`config.mk`:
```
export PLATFORM = sky130hd
export DESIGN_NAME = usb_host_transfer_sequencer_unit
export DESIGN_NICKNAME = d
export VERILOG_FILES = /design/src/rtl/uhts_pkg.sv /design/src/rtl/usb_host_transfer_sequencer_unit.sv
export SDC_FILE = /design/constraint.sdc
export NUM_CORES = 1
export LEC_CHECK = 0
export BUFFER_PORTS_ARGS = -buffer_cell sky130_fd_sc_hd__clkbuf_2
export CORE_AREA = 2 2 184 114
export DETAILED_ROUTE_END_ITERATION = 8
export DIE_AREA = 0 0 186 116
export PLACE_DENSITY = 0.72
export RECOVER_POWER = 100
export REMOVE_ABC_BUFFERS = 1
export SYNTH_ARGS = -nofsm -noshare
export SYNTH_HDL_FRONTEND = slang
export SYNTH_SLANG_ARGS = --single-unit
export TNS_END_PERCENT = 50
```
`constraint.sdc`:
```
create_clock -name clk -period 6 [get_ports clk]
set_input_delay 0.3 -clock clk [delete_from_list [all_inputs] [get_ports clk]]
set_output_delay 0.3 -clock clk [all_outputs]
set_load 0.02 [all_outputs]
```
`src/rtl/uhts_pkg.sv`:
```
// Shared types and codes for the USB host transfer sequencer.
package uhts_pkg;

  // input action codes
  localparam logic [1:0] ACT_OUT   = 2'd0;
  localparam logic [1:0] ACT_SETUP = 2'd1;
  localparam logic [1:0] ACT_IN    = 2'd2;
  localparam logic [1:0] ACT_HS    = 2'd3;

  // device handshake codes (anything else counts as NAK)
  localparam logic [1:0] HS_ACK   = 2'd0;
  localparam logic [1:0] HS_NAK   = 2'd1;
  localparam logic [1:0] HS_STALL = 2'd2;

  // packet tokens
  localparam logic [1:0] TOK_OUT   = 2'd0;
  localparam logic [1:0] TOK_SETUP = 2'd1;
  localparam logic [1:0] TOK_IN    = 2'd2;

  // result kinds
  localparam logic RK_PACKET = 1'b0;
  localparam logic RK_FINISH = 1'b1;

  // finish status
  localparam logic [1:0] ST_OK    = 2'd0;
  localparam logic [1:0] ST_NAK   = 2'd1;
  localparam logic [1:0] ST_STALL = 2'd2;

  // register indexes (byte address = 4 * index)
  localparam logic [2:0] REG_DEV_ADDR  = 3'd0;
  localparam logic [2:0] REG_ENDPOINT  = 3'd1;
  localparam logic [2:0] REG_MAX_PKT   = 3'd2;
  localparam logic [2:0] REG_RETRY_LIM = 3'd3;
  localparam logic [2:0] REG_PREAMBLE  = 3'd4;

  localparam logic [6:0] MPS_MAX = 7'd64;

  typedef enum logic [1:0] {
    PH_IDLE = 2'd0,
    PH_OUT  = 2'd1,
    PH_IN   = 2'd2
  } phase_t;

  typedef enum logic [2:0] {
    EV_NONE     = 3'd0,
    EV_START    = 3'd1,
    EV_STALL    = 3'd2,
    EV_NAK_FAIL = 3'd3,
    EV_RETRY    = 3'd4,
    EV_DONE     = 3'd5,
    EV_NEXT     = 3'd6
  } seq_event_t;

endpackage

```
`src/rtl/usb_host_transfer_sequencer_unit.sv`:
```
// USB host transfer sequencer: splits transfers into packets, tracks toggles and retries.
//
//  channel   dir  handshake                 payload
//  item      in   item_valid / item_ready   action, transfer_size, handshake, residual_count
//  result    out  result_valid/result_ready result_kind, packet_pid, packet_length,
//                                           buffer_address, data_offset, data_toggle,
//                                           preamble, status, byte_count
//  config    in   APB psel/penable/pready   paddr[4:0], pwdata, prdata (5 registers)
//
// Each item is held in the input register, then moves on to the result
// register. The sequencing state is updated in the same cycle the result register
// loads, so one item per cycle is sustained while the result side keeps taking results.
// The input register moves forward whenever the result register is empty or
// being taken; a stalled result holds its item in the input register only.
// Synchronous reset clears all control state and restores register defaults.
module usb_host_transfer_sequencer_unit #(
  parameter logic [7:0] BUFFER_BASE = 8'd16,
  parameter logic [7:0] BUFFER_END  = 8'd255
) (
  input  logic        clk,
  input  logic        rst,
  // item channel
  input  logic        item_valid,
  output logic        item_ready,
  input  logic [1:0]  action,
  input  logic [11:0] transfer_size,
  input  logic [1:0]  handshake,
  input  logic [6:0]  residual_count,
  // result channel
  output logic        result_valid,
  input  logic        result_ready,
  output logic        result_kind,
  output logic [1:0]  packet_pid,
  output logic [6:0]  packet_length,
  output logic [7:0]  buffer_address,
  output logic [11:0] data_offset,
  output logic        data_toggle,
  output logic        preamble,
  output logic [1:0]  status,
  output logic [11:0] byte_count,
  // configuration
  input  logic        psel,
  input  logic        penable,
  input  logic        pwrite,
  input  logic [4:0]  paddr,
  input  logic [31:0] pwdata,
  output logic [31:0] prdata,
  output logic        pready
);

  // ---------------------------------------------------------------------------
  // Configuration registers
  // ---------------------------------------------------------------------------
  logic [6:0] device_address;
  logic [3:0] endpoint_number;
  logic [6:0] max_packet_size;
  logic [7:0] retry_limit;
  logic       preamble_enable;
  logic       cfg_wr;

  assign pready = 1'b1;
  assign cfg_wr = psel && penable && pwrite && pready;

  always_ff @(posedge clk) begin
    if (rst) begin
      device_address  <= '0;
      endpoint_number <= '0;
      max_packet_size <= 7'd8;
      retry_limit     <= 8'd3;
      preamble_enable <= 1'b0;
    end else if (cfg_wr) begin
      unique case (paddr[4:2])
        uhts_pkg::REG_DEV_ADDR:  device_address  <= pwdata[6:0];
        uhts_pkg::REG_ENDPOINT:  endpoint_number <= pwdata[3:0];
        uhts_pkg::REG_MAX_PKT:   max_packet_size <= pwdata[6:0];
        uhts_pkg::REG_RETRY_LIM: retry_limit     <= pwdata[7:0];
        uhts_pkg::REG_PREAMBLE:  preamble_enable <= pwdata[0];
        default: ;  // unmapped: dropped
      endcase
    end
  end

  always_comb begin
    unique case (paddr[4:2])
      uhts_pkg::REG_DEV_ADDR:  prdata = {25'd0, device_address};
      uhts_pkg::REG_ENDPOINT:  prdata = {28'd0, endpoint_number};
      uhts_pkg::REG_MAX_PKT:   prdata = {25'd0, max_packet_size};
      uhts_pkg::REG_RETRY_LIM: prdata = {24'd0, retry_limit};
      uhts_pkg::REG_PREAMBLE:  prdata = {31'd0, preamble_enable};
      default:                 prdata = '0;
    endcase
  end

  // clamp max packet size to 1..64, retry limit to at least 1
  logic [6:0] mps_eff;
  logic [7:0] limit_eff;

  assign mps_eff   = (max_packet_size == 7'd0) ? 7'd1 :
                     (max_packet_size > uhts_pkg::MPS_MAX) ? uhts_pkg::MPS_MAX :
                     max_packet_size;
  assign limit_eff = (retry_limit == 8'd0) ? 8'd1 : retry_limit;

  // ---------------------------------------------------------------------------
  // Input register
  // ---------------------------------------------------------------------------
  logic        s1_valid;
  logic [1:0]  s1_action;
  logic [11:0] s1_size;
  logic [1:0]  s1_hs;
  logic [6:0]  s1_resid;
  logic        s1_go;

  // s1 moves on when the result register can take whatever it produces
  assign s1_go      = s1_valid && (!result_valid || result_ready);
  assign item_ready = !s1_valid || s1_go;

  always_ff @(posedge clk) begin
    if (rst) begin
      s1_valid <= 1'b0;
    end else if (item_ready) begin
      s1_valid <= item_valid;
    end
  end

  always_ff @(posedge clk) begin
    if (item_ready && item_valid) begin
      s1_action <= action;
      s1_size   <= transfer_size;
      s1_hs     <= handshake;
      s1_resid  <= residual_count;
    end
  end

  // ---------------------------------------------------------------------------
  // Sequencing state
  // ---------------------------------------------------------------------------
  uhts_pkg::phase_t phase, phase_next;
  logic        is_setup, is_setup_next;
  logic [11:0] total_size, total_size_next;
  logic [11:0] remaining_bytes, remaining_bytes_next;
  logic [6:0]  current_length, current_length_next;
  logic [7:0]  attempts_used, attempts_used_next;
  logic        out_toggle, out_toggle_next;
  logic        in_toggle, in_toggle_next;
  logic [7:0]  in_buffer_pointer, in_buffer_pointer_next;

  // ---------------------------------------------------------------------------
  // Datapath for the handshake cases
  // ---------------------------------------------------------------------------
  logic [6:0]  got;          // bytes the device actually returned on IN
  logic [11:0] rem_ack;      // remaining after an ACK
  logic [7:0]  ibp_ack;      // IN pointer after an ACK
  logic [6:0]  len_ack;      // next packet length after an ACK
  logic [6:0]  len_start;    // first packet length
  logic        ibp_wrap;     // next IN packet would run past the buffer end
  logic [7:0]  ibp_nxt_pkt;  // IN pointer for the next packet
  logic [1:0]  cur_pid;
  logic [1:0]  start_pid;
  logic        is_in_phase;
  uhts_pkg::seq_event_t ev;

  assign is_in_phase = (phase == uhts_pkg::PH_IN);

  assign got     = (s1_resid > current_length) ? 7'd0 : (current_length - s1_resid);
  assign rem_ack = is_in_phase ? (remaining_bytes - {5'd0, got})
                               : (remaining_bytes - {5'd0, current_length});
  assign ibp_ack = in_buffer_pointer + {1'b0, got};
  assign len_ack = (rem_ack > {5'd0, mps_eff}) ? mps_eff : rem_ack[6:0];
  assign len_start = (s1_size > {5'd0, mps_eff}) ? mps_eff : s1_size[6:0];
  assign ibp_wrap  = ({1'b0, ibp_ack} + {2'd0, len_ack}) > {1'b0, BUFFER_END};
  assign ibp_nxt_pkt = ibp_wrap ? BUFFER_BASE : ibp_ack;

  assign cur_pid = is_in_phase ? uhts_pkg::TOK_IN :
                   (is_setup ? uhts_pkg::TOK_SETUP : uhts_pkg::TOK_OUT);

  always_comb begin
    case (s1_action)
      uhts_pkg::ACT_IN:    start_pid = uhts_pkg::TOK_IN;
      uhts_pkg::ACT_SETUP: start_pid = uhts_pkg::TOK_SETUP;
      default:             start_pid = uhts_pkg::TOK_OUT;
    endcase
  end

  // event decode
  always_comb begin
    ev = uhts_pkg::EV_NONE;
    if (!s1_go) begin
      ev = uhts_pkg::EV_NONE;
    end else if (s1_action != uhts_pkg::ACT_HS) begin
      ev = uhts_pkg::EV_START;            // also drops any running transfer
    end else if (phase == uhts_pkg::PH_IDLE) begin
      ev = uhts_pkg::EV_NONE;             // stray handshake
    end else if (s1_hs == uhts_pkg::HS_STALL) begin
      ev = uhts_pkg::EV_STALL;
    end else if (s1_hs != uhts_pkg::HS_ACK) begin
      ev = (attempts_used >= limit_eff) ? uhts_pkg::EV_NAK_FAIL : uhts_pkg::EV_RETRY;
    end else if (rem_ack == 12'd0 || (is_in_phase && got != current_length)) begin
      ev = uhts_pkg::EV_DONE;             // all bytes moved, or short IN packet
    end else begin
      ev = uhts_pkg::EV_NEXT;
    end
  end

  // next phase
  always_comb begin
    unique case (ev)
      uhts_pkg::EV_START:
        phase_next = (s1_action == uhts_pkg::ACT_IN) ? uhts_pkg::PH_IN : uhts_pkg::PH_OUT;
      uhts_pkg::EV_STALL, uhts_pkg::EV_NAK_FAIL, uhts_pkg::EV_DONE:
        phase_next = uhts_pkg::PH_IDLE;
      default:
        phase_next = phase;
    endcase
  end

  // datapath state and result
  logic        res_load;
  logic        res_kind;
  logic [1:0]  res_pid;
  logic [6:0]  res_len;
  logic [7:0]  res_addr;
  logic [11:0] res_off;
  logic        res_tog;
  logic [1:0]  res_status;
  logic [11:0] res_count;

  always_comb begin
    is_setup_next          = is_setup;
    total_size_next        = total_size;
    remaining_bytes_next   = remaining_bytes;
    current_length_next    = current_length;
    attempts_used_next     = attempts_used;
    out_toggle_next        = out_toggle;
    in_toggle_next         = in_toggle;
    in_buffer_pointer_next = in_buffer_pointer;

    res_load   = 1'b0;
    res_kind   = uhts_pkg::RK_PACKET;
    res_pid    = cur_pid;
    res_len    = current_length;
    res_addr   = is_in_phase ? in_buffer_pointer : BUFFER_BASE;
    res_off    = total_size - remaining_bytes;
    res_tog    = is_in_phase ? in_toggle : out_toggle;
    res_status = uhts_pkg::ST_OK;
    res_count  = '0;

    unique case (ev)
      uhts_pkg::EV_START: begin
        is_setup_next          = (s1_action == uhts_pkg::ACT_SETUP);
        total_size_next        = s1_size;
        remaining_bytes_next   = s1_size;
        current_length_next    = len_start;
        attempts_used_next     = 8'd1;
        in_buffer_pointer_next = BUFFER_BASE;  // wrap check lands on base as well
        res_load = 1'b1;
        res_pid  = start_pid;
        res_len  = len_start;
        res_addr = BUFFER_BASE;
        res_off  = '0;
        res_tog  = (s1_action == uhts_pkg::ACT_IN) ? in_toggle : out_toggle;
      end
      uhts_pkg::EV_RETRY: begin
        attempts_used_next = attempts_used + 8'd1;
        res_load = 1'b1;
      end
      uhts_pkg::EV_STALL, uhts_pkg::EV_NAK_FAIL: begin
        res_load   = 1'b1;
        res_kind   = uhts_pkg::RK_FINISH;
        res_status = (ev == uhts_pkg::EV_STALL) ? uhts_pkg::ST_STALL : uhts_pkg::ST_NAK;
      end
      uhts_pkg::EV_DONE: begin
        remaining_bytes_next = rem_ack;
        if (is_in_phase) begin
          in_toggle_next         = !in_toggle;
          in_buffer_pointer_next = ibp_ack;
        end else begin
          out_toggle_next = !out_toggle;
        end
        res_load   = 1'b1;
        res_kind   = uhts_pkg::RK_FINISH;
        res_status = uhts_pkg::ST_OK;
        res_count  = total_size - rem_ack;
      end
      uhts_pkg::EV_NEXT: begin
        remaining_bytes_next = rem_ack;
        current_length_next  = len_ack;
        attempts_used_next   = 8'd1;
        res_load = 1'b1;
        res_len  = len_ack;
        res_off  = total_size - rem_ack;
        if (is_in_phase) begin
          in_toggle_next         = !in_toggle;
          in_buffer_pointer_next = ibp_nxt_pkt;
          res_addr               = ibp_nxt_pkt;
          res_tog                = !in_toggle;
        end else begin
          out_toggle_next = !out_toggle;
          res_tog         = !out_toggle;
        end
      end
      default: ;
    endcase

    // finish results carry only pid, status and count
    if (res_kind == uhts_pkg::RK_FINISH) begin
      res_len  = '0;
      res_addr = '0;
      res_off  = '0;
      res_tog  = 1'b0;
    end
  end

  always_ff @(posedge clk) begin
    if (rst) begin
      phase             <= uhts_pkg::PH_IDLE;
      is_setup          <= 1'b0;
      total_size        <= '0;
      remaining_bytes   <= '0;
      current_length    <= '0;
      attempts_used     <= '0;
      out_toggle        <= 1'b0;
      in_toggle         <= 1'b0;
      in_buffer_pointer <= BUFFER_BASE;
    end else begin
      phase             <= phase_next;
      is_setup          <= is_setup_next;
      total_size        <= total_size_next;
      remaining_bytes   <= remaining_bytes_next;
      current_length    <= current_length_next;
      attempts_used     <= attempts_used_next;
      out_toggle        <= out_toggle_next;
      in_toggle         <= in_toggle_next;
      in_buffer_pointer <= in_buffer_pointer_next;
    end
  end

  // ---------------------------------------------------------------------------
  // Result register
  // ---------------------------------------------------------------------------
  always_ff @(posedge clk) begin
    if (rst) begin
      result_valid <= 1'b0;
    end else if (s1_go) begin
      result_valid <= res_load;
    end else if (result_ready) begin
      result_valid <= 1'b0;
    end
  end

  always_ff @(posedge clk) begin
    if (res_load) begin
      result_kind    <= res_kind;
      packet_pid     <= res_pid;
      packet_length  <= res_len;
      buffer_address <= res_addr;
      data_offset    <= res_off;
      data_toggle    <= res_tog;
      preamble       <= (res_kind == uhts_pkg::RK_PACKET) ? preamble_enable : 1'b0;
      status         <= res_status;
      byte_count     <= res_count;
    end
  end

  // ---------------------------------------------------------------------------
  // Assertions
  // ---------------------------------------------------------------------------
  a_finish_goes_idle: assert property (@(posedge clk) disable iff (rst)
    (ev == uhts_pkg::EV_STALL || ev == uhts_pkg::EV_NAK_FAIL || ev == uhts_pkg::EV_DONE)
    |=> (phase == uhts_pkg::PH_IDLE))
    else $error("transfer finished but phase not idle");

  a_active_attempts: assert property (@(posedge clk) disable iff (rst)
    (phase != uhts_pkg::PH_IDLE) |-> (attempts_used != 8'd0))
    else $error("active transfer with zero attempts");

  a_packet_fields: assert property (@(posedge clk) disable iff (rst)
    (result_valid && result_kind == uhts_pkg::RK_PACKET)
    |-> (packet_length <= uhts_pkg::MPS_MAX && status == uhts_pkg::ST_OK
         && byte_count == 12'd0))
    else $error("malformed packet command");

  a_finish_fields: assert property (@(posedge clk) disable iff (rst)
    (result_valid && result_kind == uhts_pkg::RK_FINISH)
    |-> (packet_length == 7'd0 && data_offset == 12'd0 && !data_toggle && !preamble))
    else $error("finish result carries packet fields");

  a_no_overwrite: assert property (@(posedge clk) disable iff (rst)
    (result_valid && !result_ready) |-> !s1_go)
    else $error("result register overwritten while stalled");

endmodule

```
Word-level counts from Yosys, hierarchy flattened
Cells that the tools add are included.
{"block": "word_totals", "ff_bits": 150, "latchBits": 0, "ramBits": 0, "mem_bits_ro": 0, "out_inout_bits": 81, "word_cells": 139, "mem_count": 0}
{"block": "op_classes", "n_addsub": 8, "multipliers": 0, "n_div": 0, "order_cmp": 6, "n_eq_ne": 18, "shifts": 0, "n_mux": 41, "bitwise": 1, "n_reduce_logical": 36}
{"cell": "$mux W8", "count": 6}
{"cell": "$pmux W12 S2", "count": 2}
{"cell": "$pmux W8 S5", "count": 1}
{"cell": "$mux W7", "count": 5}
{"cell": "$pmux W8 S2", "count": 2}
{"cell": "$gt A12 B7 Y1", "count": 2}
{"cell": "$pmux W8 S3", "count": 1}
{"cell": "$sub A12 B12 Y12", "count": 2}
{"cell": "$sub A12 B7 Y12", "count": 2}
{"cell": "$mux W3", "count": 6}
{"cell": "$pmux W7 S2", "count": 1}
{"cell": "$reduce_and A2 Y1", "count": 7}
{"cell": "$eq A3 B2 Y1 const B", "count": 4}
{"cell": "$eq A3 B3 Y1 const B", "count": 4}
{"cell": "$logic_not A12 Y1", "count": 1}
{"cell": "$mux W12", "count": 1}
{"cell": "$mux W2", "count": 5}
{"cell": "$reduce_bool A2 Y1", "count": 5}
{"cell": "$add A8 B7 Y9", "count": 1}
{"cell": "$gt A9 B8 Y1 const B", "count": 1}
{"cell": "$add A8 B1 Y8 const B", "count": 1}
{"cell": "$add A8 B7 Y8", "count": 1}
{"cell": "$ge A8 B8 Y1", "count": 1}
{"cell": "$logic_not A8 Y1", "count": 1}
{"cell": "23 further kinds", "count": 47}

Depth between registers and ports, before layout
{"block": "logic_depth", "depth_word": 16, "mapped_depth": 33, "mapped_depth_nobuf": 33}

Worst setup path after synthesis
No wires, ideal clock.
{"block": "synth_timing", "path_type": "flip-flop to flip-flop", "from": "register s1_resid[2]", "to": "register in_buffer_pointer[4]", "setup_time_ps": 156, "t_arrival_ps": 6439, "slack_ps": -595, "stages_incl_launch_ff": 33, "n_path_buf": 1, "synth_period_minus_slack_ps": 6595, "cell_sequence": "edfxtp_1 > inv_1 > ha_1 > o21ai_2 > a21oi_1 > o21ai_1 > clkbuf_1 > nand2b_1 > o21ai_0 > fa_1 > nand2b_1 > a21oi_1 > xnor2_1 > inv_1 > ha_1 > and3_1 > nand3_1 > o21ai_0 > maj3_1 > o21ai_1 > nor3_1 > or2_2 > ha_1 > inv_1 > fa_1 > nor2b_1 > o21a_1 > o21a_1 > o21a_1 > o21a_1 > o22ai_1 > a311o_1 > a32oi_1"}
{"block": "synth_via", "elab_chain_cells": 15}
{"element": "from (decl)", "line_no": "usb_host_transfer_sequencer_unit.sv:110", "text": "logic [6:0] s1_resid;"}
{"element": "from (signal assigned)", "line_no": "usb_host_transfer_sequencer_unit.sv:130", "text": "s1_resid <= residual_count;"}
{"element": "$sub A7 B7 Y7 / $gt A7 B7 Y1 (equally long branches)", "line_no": "usb_host_transfer_sequencer_unit.sv:164", "text": "assign got = (s1_resid > current_length) ? 7'd0 : (current_length - s1_resid);"}
{"element": "$mux W7 (*)", "line_no": "usb_host_transfer_sequencer_unit.sv:164"}
{"element": "parallel branches: the longest is 13 deep, another holds $sub A12 B7 Y12"}
{"element": "to (signal assigned)", "line_no": "usb_host_transfer_sequencer_unit.sv:333", "text": "in_buffer_pointer <= in_buffer_pointer_next;"}
{"element": "to (decl)", "line_no": "usb_host_transfer_sequencer_unit.sv:145", "text": "logic [7:0] in_buffer_pointer, in_buffer_pointer_next;"}
Every way passes the cells marked *. The select of a mux whose other input is x is not followed.
A chain may end at the register's enable or synchronous reset.

Final worst setup path
{"block": "layout_timing", "from": "register s1_resid[1]", "to": "register in_buffer_pointer[1]"}
The elaborated chain is that of the path after synthesis.

==> key figures <==
Outcome
  • Status: finished with violations
  • Failing checks: setup timing

Setup path
  • Most common cell on crit path: o21a_1
  • Crit-path max FO: 7
  • CP max stage delay: 0.49 ns
  • Critical path type: reg2reg
  • Critical Path AT: 6.59 ns
  • Worst setup EP type: flop
  • Worst Path Required: 6.34 ns
  • Slowest-stage cell, CP: a311o_2
  • CP Launch Type: flop

Logic synthesis
  • Sequential area share after synthesis: 37.65%
  • Compound-cell area share of the yosys netlist: roughly 20%
  • Synth Flop Type: dfxtp_1
  • Syn_area_per_cell: 8.910 sq um
  • Largest family of logic cells by synthesized area: compound AO/OA/AOI/OAI gates
  • Mux cell area share after synthesis: 3.801%
  • Synth cell types: 92
  • Post-Synth XOR/XNOR Area: 3.444%
  • Post-synthesis async set-or-reset flop share: 0%
  • Synthesized area: 9809 sq um
  • Number of synthesized flops with an enable pin: 69
  • Mapped Cells: 1101
  • FF+latch count, synth: 150
  • Adder-cell share of the synthesized area: between 10% and 20%
  • Post-Synth Simple-Gate Area: 18.01%
  • YS warnings: 0

Clocking
  • Clk root buf: clkbuf_16
  • Max Buffers Root-to-Sink: 2
  • Total CTS buffers: 17
  • Clk pin slew, worst setup/hold paths: 0.08 ns
  • H-tree depth: 4
  • TritonCTS clock tree: yes
  • Clk_lat worst skew: between 0.4 and 0.5 ns
  • Cts hold-fix bufs: 0
  • Clock Sinks: 150

Pwr
  • Leakage: 0.004744 uW
  • Clock share of power: 36.1%
  • Switching share of power: 32.81%
  • Combinational fraction of design power: 25.0%
  • Maximum vdd drop: 0.2073 mV
  • Tot Pwr: 2959 uW
  • Seq pwr share: between 30 and 40%
  • P_int: 1988 uW
  • PD cells: roughly 250 nW/um^2
  • Sw power: 970.6 uW

Route
  • Starting DRT DRC Count: approximately 1.0k
  • First-pass DRT Iterations: 5
  • Detailed Route WL: around 29000 microns
  • Antenna Nets Post-Route: 0
  • DRC: 0
  • Detailed-route via count: 9039
  • Wire per inst: around 19 microns
  • Vias/cell: 5.824

Final layout
  • NumNets Final: approximately 1.4k
  • Area Overhead vs Synth: 20.94%
  • Filler Cell Count: 1723
  • Storage cell area: between 3000 and 4000 sq um
  • Finished Core Util: 60.01%
  • Number of antenna diodes: 0
  • Share of layout cells above drive strength 1: 20.48%
  • Multi-input gate area in the final layout: 5816 sq um

Die
  • Row count: 40
  • Die width: 186 microns
  • IO Pins: 148
  • Starting Density: 49.62%
  • Die height: around 120 microns
  • Core area: 19770 sq um
  • Die area: around 22000 sq um

Timing
  • Final setup vio count: 16
  • Unrepaired setup endpoints after global routing: true
  • Fin crit share: 104.1%
  • Final Hold Fails: 0
  • Max Slew Vio Count: 0
  • Final TNS setup: -2.500 ns
  • WHS: 0.02531 ns
  • Setup ws final: -0.2447 ns
  • Fin crit period: 6.245 ns
  • Rel. slew slack: between 15 and 20%
  • Slew @ Worst Pin: between 1 and 1.5 ns
  • Worst Skew: about 0.015 ns
  • Fmax: 160.1 MHz

Global routing
  • First-pass GRT wire length: 44020 microns
  • Largest net degree at the start of global routing: 63
  • Vias in the first global route: between 7k and 8k
  • Initial antenna violation count: 0
  • Grt total ovfl: 0
  • Global Route Usage Sum: a little over a quarter

Worst hold path
  • Hold/Removal Path Class: in2reg

Placement
  • Port Buf Inserts: 96
  • Placer's final routability congestion estimate: slightly above 0.9
  • DP HPWL: about 21000 microns

Flow run
  • Max_cap viols: 0
## final cells by class
cell class / instances / share of cell area [%]
flip-flops and latches: 150 / 31.14
repair buffers: 190 / 9.471
well taps: 273 / 2.879
inverters: 79 / 2.499
clock buffers: 18 / 3.702
multi-input cells: 828 / 49.02
clock inverters: 14 / 1.287
## timing repair
item,CTS,global route
setup endpoints to repair,16,16
pin swaps,21,21
gates cloned,0,0
endpoints found under the hold margin,0,0
buffers inserted,7,3
resized for setup,34,34
## final timing paths
path                              start                                end  cells after the start  slack (ns)
max               s1_resid[1]$_DFFE_PP_  in_buffer_pointer[1]$_SDFFE_PP0P_                     31       -0.24
min                    transfer_size[7]               s1_size[7]$_DFFE_PP_                      1        0.03
max reg2reg       s1_resid[1]$_DFFE_PP_  in_buffer_pointer[1]$_SDFFE_PP0P_                     31       -0.24
min reg2reg  total_size[0]$_SDFFE_PP0P_         total_size[0]$_SDFFE_PP0P_                      2        0.46
## state kept, by name, indices dropped and copies added (netlist names), 4 cells and up
register / cells
total_size: 12
max_packet_size: 7
data_offset: 12
retry_limit: 8
s1_size: 12
remaining_bytes: 12
device_address: 7
packet_length: 7
byte_count: 12
buffer_address: 8
endpoint_number: 4
attempts_used: 8
current_length: 7
in_buffer_pointer: 8
s1_resid: 7
## stage by stage
step           instance area, sq um  std cells  setup slack (ns)
6_report                      11860       1552           -0.2447
5_1_grt                       11860       1552           -0.4970
4_1_cts                       11760       1549          -0.09187
3_5_place_dp                  10990       1510           -0.3459
3_3_place_gp                  10990       1510           -0.2181
2_1_floorplan                  9530       1057           -0.6369
## cell usage after synthesis, types with 12 or more instances
cell type | n | area (sq um)
edfxtp_1 | 69 | 2072
nand4_1 | 16 | 100.1
nand3_1 | 32 | 160.2
buf_4 | 27 | 202.7
inv_1 | 78 | 292.8
or3_1 | 12 | 75.07
nor3_1 | 43 | 215.2
clkbuf_1 | 33 | 123.9
mux2i_1 | 26 | 260.3
dfxtp_1 | 81 | 1622
nand2_1 | 83 | 311.6
o21ai_0 | 54 | 270.3
or2_2 | 14 | 87.58
xor2_1 | 13 | 113.9
xnor2_1 | 23 | 201.4
nor2_1 | 101 | 379.1
a21oi_1 | 87 | 435.4
a31oi_1 | 24 | 150.1
nor2b_1 | 12 | 75.07
o21a_1 | 14 | 105.1
and3_1 | 14 | 87.58
ha_1 | 71 | 888.4
## cell families after synthesis
group / Yosys count
other: 2
multiplexers: 33
flip-flops: 150
XOR/XNOR: 37
buffers and inverters: 146
adder cells (fa/ha/maj): 78
AND/OR/NAND/NOR: 364
AO/OA/AOI/OAI: 291
## power groups by stage
stage / sequential [uW] / clock (uW) / combinational (uW)
finish: 1150 / 1070 / 739
global route: 1160 / 1130 / 798
CTS: 1150 / 1080 / 702
detailed placement: 1170 / 0 / 670
global placement: 1170 / 0 / 659
floorplan: 1190 / 0 / 411
## metal layers
metal / part of all wire, % / wire [microns] / GRT usage, % / up-vias
met2: 40 / 11640 / 37.99 / 468
met1: 48 / 13940 / 41.30 / 4231
met5: 0 / 0 / 0 / -
met3: 10 / 3035 / 7.197 / 33
met4: 1.1 / 312 / 5.932 / 0
li1: - / - / - / 4307
## critical path: cells and delay by family, from the launching register on
kind | cells | cell delay [ns]
compound gates | 14 | 2.54
xor+xnor | 1 | 0.14
fa+ha+maj | 7 | 1.88
buf+inv | 3 | 0.21
flops | 1 | 0.32
simple gates | 6 | 1.06
## cells in the final DEF, fill, tap and decap left out, types with 5 or more instances in the layout
master,instances
a21oi_1,76
dfxtp_1,80
a21oi_2,11
conb_1,25
a311oi_1,5
a22oi_1,5
nor3_1,40
and3_1,14
nand2_1,80
o21ai_2,6
xnor2_1,21
a21o_1,8
inv_6,7
a31oi_1,24
o31ai_1,5
or3_1,12
inv_1,73
a21boi_0,5
nand3_1,32
clkbuf_1,52
nor2_1,99
nand4_1,16
nor2b_1,12
ha_1,66
edfxtp_1,69
mux2i_1,26
o21ai_0,52
clkbuf_2,46
o31a_1,6
inv_2,5
buf_4,90
o211ai_1,8
xor2_1,13
nor4_1,6
and2_1,5
or2_2,11
o21a_1,13
clkbuf_16,17
a32o_1,6
(Power assumes the default switching activity.)
